==> src/rtl/kufe_pkg.sv <==
// kufe_pkg: shared types, codes and constants for the union-find engine
// depends on nothing; imported by every module of the engine
`timescale 1ns / 1ps
`default_nettype none

package kufe_pkg;

  localparam int unsigned MAX_VERTICES_DEFAULT = 1024;

  localparam int unsigned VERTEX_W = 10;
  localparam int unsigned WEIGHT_W = 32;
  localparam int unsigned TOTAL_W  = 48;
  localparam int unsigned COUNT_W  = 11;
  localparam int unsigned RANK_W   = 4;

  localparam logic [COUNT_W-1:0] VCOUNT_RESET = 11'd1024;
  localparam logic [RANK_W-1:0]  RANK_MAX     = 4'd15;
  localparam logic [TOTAL_W-1:0] TOTAL_MAX    = {TOTAL_W{1'b1}};

  typedef enum logic [0:0] {
    KIND_CLEAR = 1'b0,
    KIND_EDGE  = 1'b1
  } kind_t;

  typedef struct packed {
    kind_t                kind;
    logic [VERTEX_W-1:0]  first_vertex;
    logic [VERTEX_W-1:0]  second_vertex;
    logic [WEIGHT_W-1:0]  edge_weight;
  } req_t;

  typedef struct packed {
    logic                joined;
    logic [TOTAL_W-1:0]  tree_weight;
    logic                bad_vertex;
  } res_t;

  // datapath operations issued by the controller, one per cycle
  typedef enum logic [3:0] {
    OP_NONE,
    OP_LOAD,
    OP_CLEAR,
    OP_FIND_INIT,
    OP_FIND_STEP,
    OP_COMP_INIT,
    OP_COMP_STEP,
    OP_RANK_A,
    OP_RANK_B,
    OP_LINK
  } op_t;

  typedef struct packed {
    op_t  op;
    logic side;    // 0 first endpoint, 1 second endpoint
    logic report;  // present a result in the next cycle
  } cmd_t;

  typedef struct packed {
    logic in_clear;      // request on the input is a clear
    logic in_bad;        // an endpoint on the input is out of range
    logic n_zero;        // no vertices in use
    logic clear_last;    // sweep is at the last vertex
    logic hop_root;      // walked node is its own parent
    logic comp_at_root;  // endpoint is already its root
    logic comp_end;      // next node on the path is the root
  } status_t;

endpackage

`default_nettype wire

==> src/rtl/kufe_ctrl.sv <==
// kufe_ctrl: sequencing state machine for clear sweeps and edge processing
// depends on kufe_pkg; drives kufe_datapath through cmd_t, reads status_t
`timescale 1ns / 1ps
`default_nettype none

module kufe_ctrl
  import kufe_pkg::*;
(
  input  wire logic    clk,
  input  wire logic    rst,
  input  wire logic    start,
  input  wire status_t status,
  output cmd_t         cmd,
  output logic         busy
);

  typedef enum logic [3:0] {
    S_IDLE,
    S_CLEAR,
    S_FIND_INIT,
    S_FIND,
    S_COMP_INIT,
    S_COMP,
    S_RANK_A,
    S_RANK_B,
    S_LINK
  } state_t;

  state_t state, state_next;
  logic   side, side_next;
  state_t after_comp;

  always_comb begin
    after_comp = side ? S_RANK_A : S_FIND_INIT;
  end

  always_comb begin
    state_next = state;
    side_next  = side;
    cmd.op     = OP_NONE;
    cmd.side   = side;
    cmd.report = 1'b0;
    unique case (state)
      S_IDLE: begin
        if (start) begin
          cmd.op    = OP_LOAD;
          side_next = 1'b0;
          if (status.in_clear) begin
            if (status.n_zero) begin
              cmd.report = 1'b1;
            end else begin
              state_next = S_CLEAR;
            end
          end else if (status.in_bad) begin
            cmd.report = 1'b1;
          end else begin
            state_next = S_FIND_INIT;
          end
        end
      end
      S_CLEAR: begin
        cmd.op = OP_CLEAR;
        if (status.clear_last) begin
          cmd.report = 1'b1;
          state_next = S_IDLE;
        end
      end
      S_FIND_INIT: begin
        cmd.op     = OP_FIND_INIT;
        state_next = S_FIND;
      end
      S_FIND: begin
        cmd.op = OP_FIND_STEP;
        if (status.hop_root) begin
          state_next = S_COMP_INIT;
        end
      end
      S_COMP_INIT: begin
        cmd.op = OP_COMP_INIT;
        if (status.comp_at_root) begin
          state_next = after_comp;
          side_next  = 1'b1;
        end else begin
          state_next = S_COMP;
        end
      end
      S_COMP: begin
        cmd.op = OP_COMP_STEP;
        if (status.comp_end) begin
          state_next = after_comp;
          side_next  = 1'b1;
        end
      end
      S_RANK_A: begin
        cmd.op     = OP_RANK_A;
        state_next = S_RANK_B;
      end
      S_RANK_B: begin
        cmd.op     = OP_RANK_B;
        state_next = S_LINK;
      end
      S_LINK: begin
        cmd.op     = OP_LINK;
        cmd.report = 1'b1;
        state_next = S_IDLE;
      end
      default: begin
        state_next = S_IDLE;
      end
    endcase
  end

  always_ff @(posedge clk) begin
    if (rst) begin
      state <= S_IDLE;
      side  <= 1'b0;
      busy  <= 1'b0;
    end else begin
      state <= state_next;
      side  <= side_next;
      busy  <= (state_next != S_IDLE);
    end
  end

endmodule

`default_nettype wire

==> config.mk <==
export PLATFORM = sky130hd
export DESIGN_NAME = kufe_ctrl
export DESIGN_NICKNAME = d
export VERILOG_FILES = /design/src/rtl/kufe_pkg.sv /design/src/rtl/kufe_ctrl.sv
export SDC_FILE = /design/constraint.sdc
export NUM_CORES = 1
export LEC_CHECK = 0
export BUFFER_PORTS_ARGS = -buffer_cell sky130_fd_sc_hd__buf_2
export CAP_MARGIN = 20
export CELL_PAD_IN_SITES_DETAIL_PLACEMENT = 0
export CELL_PAD_IN_SITES_GLOBAL_PLACEMENT = 1
export CORE_MARGIN = 4
export CORE_UTILIZATION = 32
export DETAILED_ROUTE_END_ITERATION = 8
export PLACE_DENSITY_LB_ADDON = 0.12
export SLEW_MARGIN = 20
export SYNTH_ARGS = -nofsm -noshare
export SYNTH_HDL_FRONTEND = slang
export SYNTH_SLANG_ARGS = --single-unit
==> constraint.sdc <==
create_clock -name clk -period 2 [get_ports clk]
set_clock_uncertainty 0.2 [all_clocks]
set_input_delay 0.1 -clock clk [delete_from_list [all_inputs] [get_ports clk]]
set_output_delay 0.1 -clock clk [all_outputs]
set_load 0.01 [all_outputs]
==> flow_summary.ini, run 1 <==
[global_routing]
grt_usage_pct = 12.1
grt_max_degree = 18
antenna_found_initial = 0
grt_pass1_wl_um = 1860
grt_pass1_vias = 433
grt-ovfl-total = 0

[drt]
vias = 468
postRouteAntennaNets = 0
drt-wirelength-per-cell_um = 12.8
routed_wl_um = 1110
drc_errors = 0
drt-initial-drc-count = 13
firstDrtPassIters = 4
post_drt_via_cell_ratio = 5.38

[synthesis]
syn_avg_cell_area_um2 = 8.14
ys_types = 33
synthesis.area_um2 = 464
synthCells = 57
synth.yosys.seq_area_share_pct = 25.9
synth_nets = 67
ys_ff_latch = 6
yosys_warnings = 0

[cells_and_area]
nets = 84
fin_util_pct = 43.0
final_cell_mix = buf_2 (16), nor2_1 (7), nand2_1 (4)
final.fill_count = 144
final_common_cell = buf_2
drive_above_1_share_pct = 36.1
diodes = 0
syn_to_final_growth_pct = 23.5

[timing]
final_hold_viol_count = 0
period_needed_ns = 1.81
finalSetupViolations = 0
fin_crit_sh_pct = 90.7
slew_viol_final = 0
hold_ws_ns = 0.0359
max_freq_mhz = 551
relSlewSlack_pct = 65.4
rsz0062_at_grt = false
fin_setup_tns_ns = 0
tightestPinTransition_ns = 0.518

[pwr]
pwr-share-clk_pct = 30.4
p_int_uw = 253
combPwrFrac_pct = 28.5
switching_share_pct = 30.8
seq_power_share_pct = 41.1
irDropWorstVdd_uv = 445
p_sw_uw = 113
p_leak_nw = 0.230
power_uw = 366
power.density_nw_per_um2 = 638

[outcome]
status = completed

[floorplan]
die_w_um = 46.1
core-area_um2 = 1330
rows = 13
io_pins = 17
start_util_pct = 34.8
fp.dieH_um = 46.1
die_area_um2 = 2120

[clocking]
clock_sinks = 6
cts_max_level = 1
postCtsSetupBuffers = 0
cts_tree = yes
numCtsBuffers = 3
cts_max_path_buffers = 2
worstSkewPairLatency_ns = 0.25
ctsRootBufferMaster = clkbuf_4
clkTransAtPathRegs_ns = 0.04

[placement]
port_buffers = 16
hpwlAfterDp_um = 838
routabilityCongestion = 0.709

[critical_path]
arrival_ns = 1.51
cp_slowest_cell = dfxtp_2
crit_type = flip-flop to output pin
cp.required_ns = 1.70
worst-path-max-fanout = 11
crit_chain = nor3_4 -> a311oi_1 -> a2111oi_0 -> buf_2
max_stage_delay_ns = 0.37
crit_family = compound AO/OA/AOI/OAI gates
crit_path_end_kind = output pin
crit_buf_inv = 1
start_kind = flip-flop

[flow_run]
maxCapViolCount = 0

[worst_hold_path]
hold_path.class = input pin to flip-flop
-- kinds of logic (layout without fill, tap and decap cells) --
kind of cell / Yosys count / after routing / synth area share, %
AOI/OAI and AO/OA: 13 / 13 / 23.2
muxes: 2 / 2 / 4.58
xor gates and xnor gates: 1 / 1 / 1.89
buffers and inverters: 7 / 22 / 8.63
and+or+nand+nor: 28 / 28 / 35.9
DFF: 6 / 6 / 25.9
-- cell usage after synthesis --
library cell  n  area (µm²)
nor2_1        7        26.3
dfxtp_1       6         120
nand2_1       4        15.0
a2111oi_0     3        26.3
a21oi_1       3        15.0
nor3_1        3        15.0
buf_2         2        10.0
inv_1         2        7.51
nand2b_1      2        12.5
or4b_1        2        20.0
a221oi_1      1        8.76
a311oi_1      1        8.76
a31oi_1       1        6.26
a41oi_2       1        16.3
and2_1        1        6.26
buf_4         1        7.51
buf_6         1        11.3
clkbuf_1      1        3.75
mux2_1        1        11.3
mux2i_1       1        10.0
nand3_1       1        5.00
nand3b_1      1        7.51
nor2b_1       1        6.26
nor3_2        1        10.0
nor3b_2       1        12.5
nor4_1        1        6.26
nor4b_1       1        8.76
o21a_1        1        7.51
o311a_1       1        10.0
o31a_1        1        8.76
or3_1         1        6.26
or3b_2        1        8.76
xnor2_1       1        8.76
-- layout make-up --
cell class                      instances  area (µm²)  share of cell area [%]
Multi-Input combinational cell         44         310                    54.1
Tap cell                               15        18.8                    3.28
Clock buffer                            3        22.5                    3.93
Inverter                                2        7.51                    1.31
Timing Repair Buffer                   17        90.1                    15.7
Sequential cell                         6         124                    21.6
-- worst register-to-register path, cell delays in order (launching register included) --
cell     delay (ns)
dfxtp_1        0.46
or4b_1         0.56
o31a_1         0.12
o311a_1        0.14
a41oi_2        0.18
-- routing by layer --
layer  vias to the layer above  global-route usage [%]  part of all wire, %
met5                         -                       0                    0
met4                         0                    1.70                 0.90
met3                         2                    4.69                  8.0
met2                        14                    19.2                   44
met1                       207                    15.6                   47
li1                        245                       -                    -
-- what timing repair did --
action | in CTS | in global routing
resized for setup | 0 | 4
setup endpoints to repair | 0 | 3
hold buffers | 1 | 0
hold endpoints to repair | 6 | 0
-- registers in the layout (all words and copies together), names as in the netlist --
| name | count |
|---|---|
| state | 4 |
| busy | 1 |
| side | 1 |
-- final timing paths --
kind / from / endpoint / slack (ns) / depth (start not counted)
max: state[2] / cmd[0] / 0.19 / 4
min: status[5] / state[1] / 0.04 / 3
max reg2reg: state[3] / busy / 0.27 / 4
min reg2reg: side / side / 0.34 / 2
-- power groups by stage --
stage	registers (mW)	logic (mW)	clock network, mW
final	0.150	0.104	0.111
after global routing	0.153	0.116	0.123
after CTS	0.147	0.103	0.114
after detailed placement	0.149	0.101	0
after global placement	0.149	0.103	0
after floorplan	0.137	0.0779	0
-- through the flow --
| stage | area (µm²) | cells | setup slack [ns] |
|---|---|---|---|
| detailed placement | 531 | 83 | 0.254 |
| finish | 573 | 87 | 0.186 |
| floorplan | 464 | 57 | 0.243 |
| global route | 573 | 87 | 0.0225 |
| global placement | 531 | 83 | 0.238 |
| CTS | 563 | 87 | 0.0516 |
Power figures use the tool's default switching activity.
==> inputs of run 2 (changes only) <==
- RECOVER_POWER: default -> 50
==> run 2 against run 1 <==
  * Register-to-register slack about the same
  * Combinational power about the same
  * Sequential power about the same
  * Worst setup slack better by 0.00063 ns
  * Global-route usage unchanged
  * Fmax about the same
  * Sequential share of layout area up 0.38 points
  * Total power down 0.56%
  * Sequential cell count unchanged
  * Die area unchanged
  * Critical path type unchanged
  * Largest cell class unchanged
  * Highest routed layer unchanged
==> flow_summary.ini, run 2 (synthesis gave the netlist of run 1 again) <==
[outcome]
status = completed

[pwr]
power_uw = 364
irDropWorstVdd_uv = 419
p_sw_uw = 113
p_leak_nw = 0.209
combPwrFrac_pct = 28.0
pwr-share-clk_pct = 30.7
switching_share_pct = 31.1
power.density_nw_per_um2 = 646
p_int_uw = 250
seq_power_share_pct = 41.3

[cells_and_area]
syn_to_final_growth_pct = 21.3
diodes = 0
final.fill_count = 146
final_cell_mix = buf_2 (12), nor2_1 (7), nand2_1 (4), clkbuf_1 (4)
fin_util_pct = 42.2
largest_reg_flops = 4
instances_no_fill = 87
final_common_cell = buf_2
regMostFlops = state
reg_top3 = state: 4 flops, busy: 1 flops, side: 1 flops
nets = 84
drive_above_1_share_pct = 29.2
final_area_um2 = 563

[placement]
dp.cells = 83
port_buffers = 16
pre_cts_slack_ns = 0.254
routabilityCongestion = 0.709
dpl_cell_area_um2 = 531
hpwlAfterDp_um = 838

[global_routing]
grt_usage_pct = 12.1
grt_pass1_wl_um = 1860
antenna_found_initial = 0
grt_max_degree = 18
grt_pass1_vias = 433
grt-ovfl-total = 0

[critical_path]
arrival_ns = 1.51
cp.required_ns = 1.70
max_stage_delay_ns = 0.37
crit_buf_inv = 1
crit_type = flip-flop to output pin
crit_chain = nor3_4 -> a311oi_1 -> a2111oi_0 -> buf_2
start_kind = flip-flop
crit_family = compound AO/OA/AOI/OAI gates
reg2reg_setup_slack_ns = 0.26
reg2reg_from = state[3]
reg2reg_depth = 4
cp_slowest_cell = dfxtp_2
worst-path-max-fanout = 11
regToRegEndpoint = busy
crit_path_end_kind = output pin

[floorplan]
fp.dieH_um = 46.1
die_w_um = 46.1
io_pins = 17
start_util_pct = 34.8
die_area_um2 = 2120
core-area_um2 = 1330
rows = 13

[worst_hold_path]
min_to = state[1]
whs_path_depth = 3
hold_path.class = input pin to flip-flop
min_from = status[5]

[flow_run]
maxCapViolCount = 0

[timing]
tightestPinTransition_ns = 0.520
max_freq_mhz = 551
hold_ws_ns = 0.0331
rsz0062_at_grt = false
relSlewSlack_pct = 65.3
final_hold_viol_count = 0
fin_crit_sh_pct = 90.7
slew_viol_final = 0
period_needed_ns = 1.81
fin_ws_ns = 0.186
finalSetupViolations = 0
fin_setup_tns_ns = 0

[drt]
postRouteAntennaNets = 0
routed_wl_um = 1130
vias = 472
post_drt_via_cell_ratio = 5.43
drt-initial-drc-count = 14
drt-wirelength-per-cell_um = 13.0
drc_errors = 0
firstDrtPassIters = 4

[clocking]
ctsRootBufferMaster = clkbuf_4
clock_sinks = 6
numCtsBuffers = 3
cts_max_path_buffers = 2
worstSkewPairLatency_ns = 0.25
cts_tree = yes
cts_max_level = 1
clkTransAtPathRegs_ns = 0.04
## run 2: how the worst max path moves through the flow
| stage | from | end | cells past startpoint |
|---|---|---|---|
| after floorplan | state[0] | cmd[0] | 4 |
| after global placement | state[3] | busy | 4 |
| after detailed placement | state[1] | busy | 4 |
| after CTS | state[0] | cmd[0] | 4 |
| after global routing | state[0] | cmd[0] | 4 |
| final | state[2] | cmd[0] | 4 |
## run 2: routing by layer
layer / track usage (%) / vias to the layer above / wire length (µm)
li1: - / 245 / -
met1: 15.6 / 211 / 555
met2: 19.2 / 14 / 475
met3: 4.69 / 2 / 91
met4: 1.70 / 0 / 10
met5: 0 / - / 0
## run 2: area by class of cell
class                   instances  area (µm²)  share of cell area (%)
multi-input cells              44         305                    54.2
well taps                      15        18.8                    3.33
repair buffers                 17        85.1                    15.1
inverters                       2        7.51                    1.33
flip-flops and latches          6         124                    22.0
clock buffers                   3        22.5                    4.00
## run 2: timing repair
item / 4_1_cts / 5_1_grt
buffers inserted: 0 / 0
endpoints found under the hold margin: 6 / 0
hold buffers: 1 / 0
endpoints found under the setup margin: 0 / 3
resized for setup: 0 / 4
## run 2: tightest hold or removal path: stages
cell and delay (ns):
buf_2 0.09, o311a_1 0.20, nor2_1 0.05
## run 2: power groups by stage
stage | logic (mW) | registers, mW | clock network, mW
floorplan | 0.0779 | 0.137 | 0
global placement | 0.103 | 0.149 | 0
detailed placement | 0.101 | 0.149 | 0
CTS | 0.103 | 0.147 | 0.114
global route | 0.113 | 0.152 | 0.123
finish | 0.102 | 0.150 | 0.112
==> inputs of run 3 (changes only) <==
- SETUP_SLACK_MARGIN: default -> 0.2
==> run 3 against run 2 <==
  * Critical path depth did not move
  * Routed wire length is 0.27% higher
  * Total power about the same
  * Largest power group unchanged
  * Final area grew 4.0%
  * Sequential share of layout area grew 0.65 points
  * Combinational power hardly changed
  * Global-route usage increased by 0.079 points
  * Via count is 1.5% higher
  * Fmax increased by 5.3%
==> flow_summary.ini, run 3 (synthesis gave the netlist of run 1 again) <==
[outcome]
status = completed

[drt]
post_drt_via_cell_ratio = 5.51
drt-wirelength-per-cell_um = 13.0
postRouteAntennaNets = 0
vias = 479
drc_errors = 0
drt-initial-drc-count = 11
routed_wl_um = 1130
firstDrtPassIters = 4

[worst_hold_path]
hold_path.class = input pin to flip-flop
min_from = status[5]

[cells_and_area]
largest_reg_flops = 4
nets = 84
reg_top3 = state: 4 flops, busy: 1 flops, side: 1 flops
syn_to_final_growth_pct = 26.1
diodes = 0
final_cell_mix = buf_2 (13), nor2_1 (7), nand2_1 (4)
regMostFlops = state
final_area_um2 = 586
fin_util_pct = 43.9
multi_input_area_um2 = 318
final_common_cell = buf_2
drive_above_1_share_pct = 34.7
seqCellArea_um2 = 133
final.fill_count = 139

[global_routing]
grt_pass1_vias = 433
antenna_found_initial = 0
grt-ovfl-total = 0
grt_usage_pct = 12.1
grt_pass1_wl_um = 1850
grt_max_degree = 18

[timing]
finalSetupViolations = 0
hold_ws_ns = 0.0278
fin_ws_ns = 0.277
rsz0062_at_grt = true
slew_viol_final = 0
fin_setup_tns_ns = 0
relSlewSlack_pct = 72.0
fin_crit_sh_pct = 86.1
tightestPinTransition_ns = 0.416
final_hold_viol_count = 0
max_freq_mhz = 580
period_needed_ns = 1.72

[clocking]
clock_sinks = 6
worstSkewPairLatency_ns = 0.25
numCtsBuffers = 3
clkTransAtPathRegs_ns = 0.04
cts_max_level = 1
cts_max_path_buffers = 2
ctsRootBufferMaster = clkbuf_4
cts_tree = yes

[floorplan]
core-area_um2 = 1330
start_util_pct = 34.8
io_pins = 17
die_w_um = 46.1
die_area_um2 = 2120
rows = 13
fp.dieH_um = 46.1

[placement]
pre_cts_slack_ns = 0.254
routabilityCongestion = 0.709
hpwlAfterDp_um = 838
port_buffers = 16
dpl_cell_area_um2 = 531

[flow_run]
maxCapViolCount = 0

[critical_path]
startpoint = state[2]
crit_type = flip-flop to output pin
reg2reg_from = state[3]
crit_path_end_kind = output pin
arrival_ns = 1.42
worst-path-max-fanout = 11
cp.required_ns = 1.70
start_kind = flip-flop

[pwr]
irDropWorstVdd_uv = 445
power.density_nw_per_um2 = 621
p_leak_nw = 0.221
run 3: cell types whose count changed in the layout (fill, tap and decap cells not counted), moves of 2 or more:
| cell | delta |
|---|---|
| a2111oi_1 | +2 |
| dfxtp_2 | -2 |
| dfxtp_4 | +3 |
| a2111oi_0 | -2 |
run 3: final cells by class:
cell class                 count  share of cell area (%)
clock buffer                   3                    3.85
inverter                       2                    1.28
multi-input combinational     44                    54.3
sequential                     6                    22.6
tap                           15                    3.21
timing repair buffer          17                    14.7
run 3: path summary, 6_finish.rpt:
kind	endpoint	slack, ns	depth (start not counted)
hold / removal	state[1]	0.03	3
setup reg to reg	busy	0.36	4
setup / recovery	cmd[0]	0.28	4
hold reg to reg	side	0.35	2
run 3: layer usage:
| metal | vias to the layer above | share of wire [%] | global-route usage [%] |
|---|---|---|---|
| met3 | 2 | 9.1 | 4.69 |
| met2 | 16 | 43 | 19.2 |
| li1 | 245 | - | - |
| met4 | 0 | 0.88 | 1.70 |
| met1 | 216 | 47 | 15.9 |
| met5 | - | 0 | 0 |
run 3: through the flow:
stage / power [mW] / std cells
after global routing: 0.391 / 87
after global placement: 0.252 / 83
after CTS: 0.370 / 87
after floorplan: 0.215 / 57
final: 0.364 / 87
after detailed placement: 0.250 / 83
run 3: power by group:
group          switching [mW]  internal (mW)
Combinational          0.0506         0.0526
Clock                  0.0430         0.0678
Sequential             0.0198          0.130
Total                   0.113          0.250
run 3: what timing repair did:
action | CTS | global route
buffers inserted | 0 | 0
hold buffers | 1 | 0
hold endpoints to repair | 6 | 0
pin swaps | 0 | 1
cloned | 0 | 0
resized for setup | 4 | 7
endpoints found under the setup margin | 2 | 4
run 3: worst max-delay path, cell delays in order (launching register included):
cell	delay, ns
dfxtp_4	0.38
nor3_4	0.24
a311oi_1	0.12
a2111oi_1	0.25
buf_2	0.19
